`config.mk`:
```
export PLATFORM = sky130hd
export DESIGN_NAME = hrcs_queue
export DESIGN_NICKNAME = d
export VERILOG_FILES = /design/src/hdl/hrcs_pkg.sv /design/src/hdl/hrcs_queue.sv
export SDC_FILE = /design/constraint.sdc
export NUM_CORES = 1
export LEC_CHECK = 0
export BUFFER_PORTS_ARGS = -buffer_cell sky130_fd_sc_hd__buf_2
export CORE_MARGIN = 1.5
export CORE_UTILIZATION = 30
export CTS_CLUSTER_DIAMETER = 40
export DETAILED_ROUTE_END_ITERATION = 12
export HOLD_SLACK_MARGIN = 0.06
export PLACE_DENSITY = 0.58
export SLEW_MARGIN = 15
export SYNTH_ARGS = -nofsm -noshare
export SYNTH_HDL_FRONTEND = slang
export SYNTH_SLANG_ARGS = --single-unit
```
`constraint.sdc`:
```
create_clock -name clk -period 5.05 [get_ports clk]
set_input_delay 0.2525 -clock clk [delete_from_list [all_inputs] [get_ports clk]]
set_output_delay 0.2525 -clock clk [all_outputs]
set_load 0.01 [all_outputs]
```
`src/hdl/hrcs_pkg.sv`:
```
// ----------------------------------------------------------------------------
// hrcs_pkg: shared types and constants for the hot row coverage select block
// Item and result layouts, queue operation format, widths and register codes.
// ----------------------------------------------------------------------------
package hrcs_pkg;

    localparam int MAX_ROWS  = 4096;
    localparam int ROW_W     = $clog2(MAX_ROWS);
    localparam int CNT_W     = 32;
    localparam int TOT_W     = 48;
    localparam int FRAC_W    = 17;
    localparam int RIU_W     = 13;
    localparam int WIDX_W    = 6;
    localparam int QDEPTH    = 4;
    localparam int QPTR_W    = $clog2(QDEPTH);
    localparam int CFG_W     = 17;
    localparam int CFG_IDX_W = 1;

    localparam logic [FRAC_W-1:0] THRESH_RESET = FRAC_W'(58982);
    localparam logic [RIU_W-1:0]  ROWS_RESET   = RIU_W'(4096);

    localparam logic [CFG_IDX_W-1:0] CFG_THRESHOLD_FRAC = 1'b0;
    localparam logic [CFG_IDX_W-1:0] CFG_ROWS_IN_USE    = 1'b1;

    typedef struct packed {
        logic             cmd;
        logic [ROW_W-1:0] row_id;
        logic             query_end;
    } item_t;

    typedef struct packed {
        logic [63:0]       flag_word;
        logic [WIDX_W-1:0] word_index;
        logic [RIU_W-1:0]  hot_count;
        logic [TOT_W-1:0]  total_freq;
        logic              last;
    } result_t;

    typedef enum logic {
        OP_REF     = 1'b0,
        OP_COMPUTE = 1'b1
    } op_kind_t;

    typedef struct packed {
        op_kind_t         kind;
        logic [ROW_W-1:0] row;
        logic             qend;
    } op_t;

    typedef struct packed {
        logic              empty;
        logic [QPTR_W:0]   count;
    } queue_status_t;

endpackage

```
`src/hdl/hrcs_queue.sv`:
```
// ----------------------------------------------------------------------------
// hrcs_queue: operation queue
// Short FIFO between intake and the row engine.
// ----------------------------------------------------------------------------
module hrcs_queue (
    input  logic                    clk,
    input  logic                    rst_n,
    input  logic                    push,
    input  hrcs_pkg::op_t           op,
    input  logic                    pop,
    output hrcs_pkg::op_t           head,
    output hrcs_pkg::queue_status_t qstat
);
    import hrcs_pkg::*;

    op_t               mem_reg [QDEPTH];
    logic [QPTR_W-1:0] wr_ptr_reg, wr_ptr_next;
    logic [QPTR_W-1:0] rd_ptr_reg, rd_ptr_next;
    logic [QPTR_W:0]   count_reg, count_next;

    always_comb
    begin
        wr_ptr_next = wr_ptr_reg + QPTR_W'(push);
        rd_ptr_next = rd_ptr_reg + QPTR_W'(pop);
        count_next  = count_reg + (QPTR_W+1)'(push) - (QPTR_W+1)'(pop);
    end

    always_ff @(posedge clk or negedge rst_n)
    begin
        if (!rst_n)
        begin
            wr_ptr_reg <= '0;
            rd_ptr_reg <= '0;
            count_reg  <= '0;
        end
        else
        begin
            wr_ptr_reg <= wr_ptr_next;
            rd_ptr_reg <= rd_ptr_next;
            count_reg  <= count_next;
        end
    end

    always_ff @(posedge clk)
    begin
        if (push)
            mem_reg[wr_ptr_reg] <= op;
    end

    assign head        = mem_reg[rd_ptr_reg];
    assign qstat.empty = (count_reg == '0);
    assign qstat.count = count_reg;

endmodule

```
==> run summary <==
Initial Util - 30.9%
Hold Path Depth - 1
NumNets Final - 165
Net count after synthesis - 120
Hold wc startpoint - op[1]
Initial drt markers - 34
Slew headroom - 40.6%
Worst r2r dst - count_reg[2]
CTS H-tree lvls - 3
Crit-path leading delay family - flip-flops
Initial antenna violation count - 1
IO buf count - 35
Drt via density - 4.42
WP buf/inv - 1
R2r setup slk - 3.42 ns
Vias in the first global route - 1235
Final Core Density - 37.7%
Post-Syn Area - 2390 µm²
CTS Buffer Depth - 2
Worst path max stage delay - 0.92 ns
Post-synthesis sequential area ratio - 77.8%
Via count - 1105
Crit path DAT - 2.07 ns
Worst path required time - 4.80 ns
Detailed Place HPWL - 2710 µm
GRT Total Usage - 10.9%
Period Utilization, post-route - 45.9%
DR WL/cell - 16.5 µm
Place WS - 3.02 ns
Static leakage power - 0.00107 µW
Area grow syn2layout - 22.1%
Post-layout minimum cycle time - 2.32 ns
Core area - 7730 µm²
Hold Path Sink - mem_reg[3][1]
Die Height - 92.2 µm
Hold WC Path Type - in -> reg
#FFs+latches synth - 63
Count of pins over their slew limit - 0
Final Wtd Congestion - 0.609
RSZ-0062 raised after global routing - no
Total Wirelength - 4120 µm
Setup Skew - 0.00578 ns
Hold Violations, Final - 0
Slew @ Worst Pin - 0.891 ns
Unique masters post-synth - 16
Drc violations - 0
Yosys Warn Count - 0
Post-synthesis average cell area - 24.6 µm²
Largest net degree at the start of global routing - 16
Layout cells sized above 1 - 42.2%
Global-route wire length before repair - 6440 µm
GR Overflow Total - 0
Clk_lat worst skew - 0.33 ns
Clk root buf - clkbuf_8
Worst r2r src - count_reg[0]
Critical-path cell list - mux4_1, buf_2
PwrDens - 588 nW/µm²
Top fanout value on the critical path - 15
Peak VDD IR - 209 µV
Ports - 36
Max reg flops - 56
CTS tree - built
R2R cell count - 7
Clock transition at path regs - 0.07 ns
Die area - 8500 µm²
Fill count - 714
CTS buffer count - 9
CP endpoint kind - primary output
WS Path Type - reg -> out
Critical path's slowest cell - dfrtp_1
Row count - 32
Die width - 92.2 µm
DRT Pass-1 Iters - 4
Max-Cap Viols - 0
Clock sinks - 63
Fmax - 431 MHz
Status - completed
Final WS setup - 2.73 ns
Critical Path Stages - 2
TNS Setup - 0 ns
Post-synthesis instance total - 97
Post-CTS setup buffers - 0
CP Launch Type - register
Routed Antenna Nets - 0
Final setup fails - 0
## layout by cell type, fill, tap and decap left out
master          n
nor3_1          1
mux4_1          4
buf_4           1
fa_1            1
bufinv_16       3
inv_1           4
dlygate4sd3_1   1
diode_2         1
edfxtp_1       56
mux4_2         10
clkbuf_8        9
xor3_1          1
and3_1          1
clkinvlp_4      1
clkinv_2        2
dfrtp_1         7
nor3b_2         1
and3b_1         2
ha_1            4
buf_2          35
xor2_1          2
clkinv_1        1
## per-layer routing
| layer | wire length (µm) | global-route usage [%] | part of all wire [%] | vias to the layer above |
|---|---|---|---|---|
| met3 | 257 | 5.56 | 6.2 | 7 |
| met2 | 2120 | 17.4 | 52 | 32 |
| met1 | 1670 | 12.1 | 41 | 571 |
| li1 | - | - | - | 495 |
| met4 | 68 | 5.00 | 1.6 | 0 |
| met5 | 0 | 0 | 0 | - |
## what timing repair did
| item | 4_1_cts | 5_1_grt |
|---|---|---|
| resized for setup | 0 | 0 |
| hold buffers | 1 | 0 |
| endpoints found under the hold margin | 7 | 0 |
## worst max path at each step
stage / start / endpoint
3_5_place_dp: rd_ptr_reg[0] / head[1]
3_3_place_gp: rd_ptr_reg[0] / head[1]
2_1_floorplan: wr_ptr_reg[1] / mem_reg[0][0]
4_1_cts: rd_ptr_reg[0] / head[1]
6_report: rd_ptr_reg[0] / head[1]
5_1_grt: rd_ptr_reg[0] / head[1]
## layout make-up
type	count	area, µm²	share of cell area (%)
Timing Repair Buffer	37	193	6.62
Tap cell	102	128	4.38
Multi-Input combinational cell	27	483	16.6
Inverter	4	15.0	0.515
Sequential cell	63	1860	63.7
Antenna cell	1	2.50	0.0859
Clock inverter	7	111	3.82
Clock buffer	9	124	4.25
## synthesized netlist by cell type (all sizes together)
master	number	share of area [%]
and3b	2	0.73
fa	1	0.84
and3	1	0.26
nor3b	1	0.31
xor3	1	1.0
mux4	14	14
nor3	1	0.21
xor2	2	0.73
dfrtp	7	7.3
edfxtp	56	70
inv	4	0.63
ha	4	2.1
buf	3	1.5
## where the power goes
| part | total, µW | internal (µW) | switching (µW) |
|---|---|---|---|
| clock network | 507 | 324 | 183 |
| registers | 794 | 694 | 99.6 |
| logic | 413 | 226 | 187 |
## per-stage QoR
stage                     power [µW]  std cells  hold slack (ns)  area, µm²
final                           1710        250            0.136       2910
after global routing            1810        249            0.113       2910
after CTS                       1750        249            0.116       2910
after detailed placement        1230        232           0.0963       2670
after global placement          1200        232           0.0898       2670
after floorplan                 1080         97          -0.0431       2390
## cells by family after synthesis
kind of cell | share of synthesized area [%]
xor gates and xnor gates | 1.73
adders and majority gates | 2.94
buffers and inverters | 2.15
DFF | 77.8
muxes | 13.8
and+or+nand+nor | 1.52
Note: power is estimated with default switching activity, not from simulation.
