[src/hdl/hrcs_pkg.sv]
// ----------------------------------------------------------------------------
// hrcs_pkg: shared types and constants for the hot row coverage select block
// Item and result layouts, queue operation format, widths and register codes.
// ----------------------------------------------------------------------------
package hrcs_pkg;

    localparam int MAX_ROWS  = 4096;
    localparam int ROW_W     = $clog2(MAX_ROWS);
    localparam int CNT_W     = 32;
    localparam int TOT_W     = 48;
    localparam int FRAC_W    = 17;
    localparam int RIU_W     = 13;
    localparam int WIDX_W    = 6;
    localparam int QDEPTH    = 4;
    localparam int QPTR_W    = $clog2(QDEPTH);
    localparam int CFG_W     = 17;
    localparam int CFG_IDX_W = 1;

    localparam logic [FRAC_W-1:0] THRESH_RESET = FRAC_W'(58982);
    localparam logic [RIU_W-1:0]  ROWS_RESET   = RIU_W'(4096);

    localparam logic [CFG_IDX_W-1:0] CFG_THRESHOLD_FRAC = 1'b0;
    localparam logic [CFG_IDX_W-1:0] CFG_ROWS_IN_USE    = 1'b1;

    typedef struct packed {
        logic             cmd;
        logic [ROW_W-1:0] row_id;
        logic             query_end;
    } item_t;

    typedef struct packed {
        logic [63:0]       flag_word;
        logic [WIDX_W-1:0] word_index;
        logic [RIU_W-1:0]  hot_count;
        logic [TOT_W-1:0]  total_freq;
        logic              last;
    } result_t;

    typedef enum logic {
        OP_REF     = 1'b0,
        OP_COMPUTE = 1'b1
    } op_kind_t;

    typedef struct packed {
        op_kind_t         kind;
        logic [ROW_W-1:0] row;
        logic             qend;
    } op_t;

    typedef struct packed {
        logic              empty;
        logic [QPTR_W:0]   count;
    } queue_status_t;

endpackage

[src/hdl/hrcs_front.sv]
// ----------------------------------------------------------------------------
// hrcs_front: item intake
// Accepts items, classifies them into queue operations and holds off intake
// while the queue has no room or the row stores are being cleared.
// ----------------------------------------------------------------------------
module hrcs_front (
    input  logic                   clk,
    input  logic                   rst_n,
    input  logic                   start,
    output logic                   busy,
    input  hrcs_pkg::item_t        item,
    input  logic                   clearing,
    input  hrcs_pkg::queue_status_t qstat,
    output logic                   push,
    output hrcs_pkg::op_t          op
);
    import hrcs_pkg::*;

    logic          vld_reg, vld_next;
    op_t           op_reg, op_next;
    logic          accept;
    logic [QPTR_W+1:0] fill;

    assign fill   = (QPTR_W+2)'(qstat.count) + (QPTR_W+2)'(vld_reg);
    assign busy   = clearing || (fill >= (QPTR_W+2)'(QDEPTH));
    assign accept = start && !busy;

    always_comb
    begin
        vld_next = accept;
        op_next  = op_reg;
        if (accept)
        begin
            if (item.cmd)
            begin
                op_next.kind = OP_COMPUTE;
                op_next.row  = '0;
                op_next.qend = 1'b0;
            end
            else
            begin
                op_next.kind = OP_REF;
                op_next.row  = item.row_id;
                op_next.qend = item.query_end;
            end
        end
    end

    always_ff @(posedge clk or negedge rst_n)
    begin
        if (!rst_n)
            vld_reg <= 1'b0;
        else
            vld_reg <= vld_next;
    end

    always_ff @(posedge clk)
    begin
        op_reg <= op_next;
    end

    assign push = vld_reg;
    assign op   = op_reg;

endmodule

[config.mk]
export PLATFORM = sky130hd
export DESIGN_NAME = hrcs_front
export DESIGN_NICKNAME = d
export VERILOG_FILES = /design/src/hdl/hrcs_pkg.sv /design/src/hdl/hrcs_front.sv
export SDC_FILE = /design/constraint.sdc
export NUM_CORES = 1
export LEC_CHECK = 0
export BUFFER_PORTS_ARGS = -buffer_cell sky130_fd_sc_hd__buf_2
export CAP_MARGIN = 20
export CORE_ASPECT_RATIO = 1.5
export CORE_MARGIN = 4
export CORE_UTILIZATION = 25
export DETAILED_ROUTE_END_ITERATION = 6
export GPL_ROUTABILITY_DRIVEN = 0
export PLACE_DENSITY_LB_ADDON = 0.1
export SLEW_MARGIN = 30
export SYNTH_ARGS = -nofsm -noshare
export SYNTH_HDL_FRONTEND = slang
export SYNTH_SLANG_ARGS = --single-unit
export TNS_END_PERCENT = 20
[constraint.sdc]
create_clock -name clk -period 1.5 [get_ports clk]
set_input_delay 0.15 -clock clk [delete_from_list [all_inputs] [get_ports clk]]
set_output_delay 0.15 -clock clk [all_outputs]
set_load 0.01 [all_outputs]
==> qor.csv <==
stage;metric;value;unit
drt;initial DRC count;5;
drt;Detailed Route WL;1110;um
sta;clock skew;2.21;ps
worst_setup_path;slowest stage cell, crit path;dfrtp_1;
die;Die X;48.0;um
worst_setup_path;worst path arrival time;1130;ps
die;Die ar.;3260;um^2
global_routing;number of global-route vias before repair;388;
cells_and_area;Ant. Diodes;0;
drt;residual DRC count;0;
clock_network;post-CTS setup buffers;0;
worst_setup_path;flop2flop setup slack;350;ps
worst_hold_path;end of the worst hold path;op[5]$_SDFFCE_PP0P_;
cells_and_area;layout cells sized above 1;71.6;%
place;DP Cell Count;92;
cells_and_area;Area growth, synth to finish;40.3;%
worst_setup_path;Worst setup SP type;flip-flop;
clock_network;Skew-Pair Late Insertion Delay;280;ps
drt;via count;403;
global_routing;met2 GRT Util;11.6;%
drt;Pre-Repair DR Iteration Count;3;
drt;Vias/cell;4.15;
global_routing;met3 Resource Use GR;2.89;%
cells_and_area;Final Non-Filler Cells;97;
logic_synthesis;top area cells in the synthesized netlist;edfxtp_1 (70%), nor2b_2 (12%), nor2b_4 (4.6%);
clock_network;Max Root-Sink Buffers;2;
clock_network;CTS sink cnt;15;
worst_setup_path;CP Capture Type;flip-flop;
global_routing;layer with the highest usage;met2;
worst_setup_path;Critical Path Max Stage Delay;380;ps
sta;Setup TNS Final;0;ps
sta;Worst-Margin Slew;383;ps
power;leakage;0.387;nW
sta;RSZ-0062 raised after global routing;no;
logic_synthesis;mapped cell area;599;um^2
logic_synthesis;cells after synthesis;33;
clock_network;Worst-path clk slew;90;ps
worst_setup_path;RR Startpoint;push$_DFF_PN0_;
cells_and_area;Final Net Count;97;
global_routing;GRT Util Overall;6.95;%
cells_and_area;max reg flops;14;
sta;Achievable Freq;869;MHz
logic_synthesis;register area share after synthesis;74.3;%
die;num rows;21;
global_routing;first-pass GRT wire length;1510;um
die;Core ar.;2260;um^2
worst_setup_path;Critical Path RT;1480;ps
clock_network;TritonCTS Buffers;3;
worst_hold_path;Worst Hold Class;in -> reg;
sta;Final period util;76.7;%
worst_setup_path;crit path cell chain;nand3_1 > and3_1 > buf_4;
global_routing;largest net degree at the start of global routing;16;
drt;per-cell routed wire length;11.5;um
sta;Slew headroom;74.5;%
power;PwrDens;923;nW/um^2
clock_network;root buf cell;clkbuf_4;
power;Worst IR Drop VDD;0.439;mV
logic_synthesis;Mapped Nets;55;
sta;final hold viol count;0;
logic_synthesis;synthesis warning total;0;
worst_hold_path;hold path depth;2;
sta;fin. max-slew vios;0;
worst_setup_path;FF-to-FF End;op[2]$_SDFFCE_PP0P_;
global_routing;initial antenna violation count;0;
logic_synthesis;Yosys reg bits;15;
job;max_cap viols;0;
logic_synthesis;library cells used by synthesis;10;
worst_setup_path;critical path fanouts, max;15;
logic_synthesis;syn_area_per_cell;18.2;um^2
worst_setup_path;Reg2Reg Depth;3;
run_status;status;finished clean;
power;Power Total;0.776;mW
clock_network;H-tree depth;1;
worst_hold_path;HP Start;item[5];
die;Die Y-Extent;68.0;um
die;IO Pins;38;
die;initial core utilization;26.5;%
place;Port Buffer Count;36;
sta;Final setup viols;0;
drt;antenna viol nets, final;0;
global_routing;total grt overflow;0;
global_routing;met1 Use GR;5.88;%
sta;post-layout min period;1150;ps
logic_synthesis;largest area contributor in the netlist;edfxtp_1;
worst_setup_path;crit path kind;reg -> reg;
clock_network;TritonCTS clock tree;built;
logic_synthesis;Yosys top cell area share;70.1;%
per-layer routing:
metal,vias up,wire length (um)
met1,185,350
met2,20,616
li1,196,-
met4,0,8
met3,2,137
met5,-,0
stage by stage:
step | hold slack, ps | instance area (um^2) | setup slack (ps) | utilization [%]
2_1_floorplan | -146 | 599 | 181 | -
3_3_place_gp | -70.8 | 805 | 354 | 35.6
4_1_cts | 146 | 841 | 332 | 37.2
5_1_grt | 140 | 841 | 289 | 37.2
6_report | 157 | 841 | 349 | 37.2
3_5_place_dp | -68.6 | 805 | 349 | 35.6
synthesized netlist by cell type:
cell	n
buf_6	1
dfrtp_1	1
and2b_2	3
edfxtp_1	14
nor2b_4	2
nand2_1	1
nor2_1	1
and3_1	1
nand3_1	1
nor2b_2	8
final cells by class:
type                            count  area, um^2
Clock buffer                        4        26.3
Tap cell                           23        28.8
Sequential cell                    15         445
Timing Repair Buffer               38         198
Fill cell                         247        1420
Multi-Input combinational cell     17         143
worst max path at each step:
stage                         startpoint                   end
after floorplan           push$_DFF_PN0_   op[0]$_SDFFCE_PP0P_
after global placement    push$_DFF_PN0_   op[0]$_SDFFCE_PP0P_
after detailed placement  push$_DFF_PN0_  op[12]$_SDFFCE_PP0P_
after CTS                 push$_DFF_PN0_   op[4]$_SDFFCE_PP0P_
after global routing      push$_DFF_PN0_   op[6]$_SDFFCE_PP0P_
final                     push$_DFF_PN0_   op[2]$_SDFFCE_PP0P_
cell usage in the layout, fill, tap and decap left out, drive strengths merged:
cell         instances
buf                 37
edfxtp              14
nor2b               10
clkbuf               4
and2b                3
nand3                1
nor2                 1
nand2                1
and3                 1
dlygate4sd3          1
dfrtp                1
power breakdown:
group | leakage [nW] | internal [mW] | switching, mW
Sequential | 0.150 | 0.468 | 0.00207
Combinational | 0.222 | 0.0448 | 0.0331
Clock | 0.0150 | 0.103 | 0.124
Total | 0.387 | 0.616 | 0.160
cells by family (layout without fill, tap and decap cells):
group,count (synthesis),in the layout,share of synthesized area (%)
buffers and inverters,1,42,1.88
DFF,15,15,74.3
and+or+nand+nor,17,17,23.8
worst max-delay path: cells and delay by family, from the launching register on:
kind          cells  cell delay, ps
buf+inv           1             220
simple gates      2             250
flops             1             380
what timing repair did:
item / 4_1_cts / 5_1_grt
endpoints found under the hold margin: 1 / 0
resized for setup: 0 / 0
endpoints found under the setup margin: 0 / 0
hold buffers: 1 / 0
Note: power is estimated with default switching activity, not from simulation.
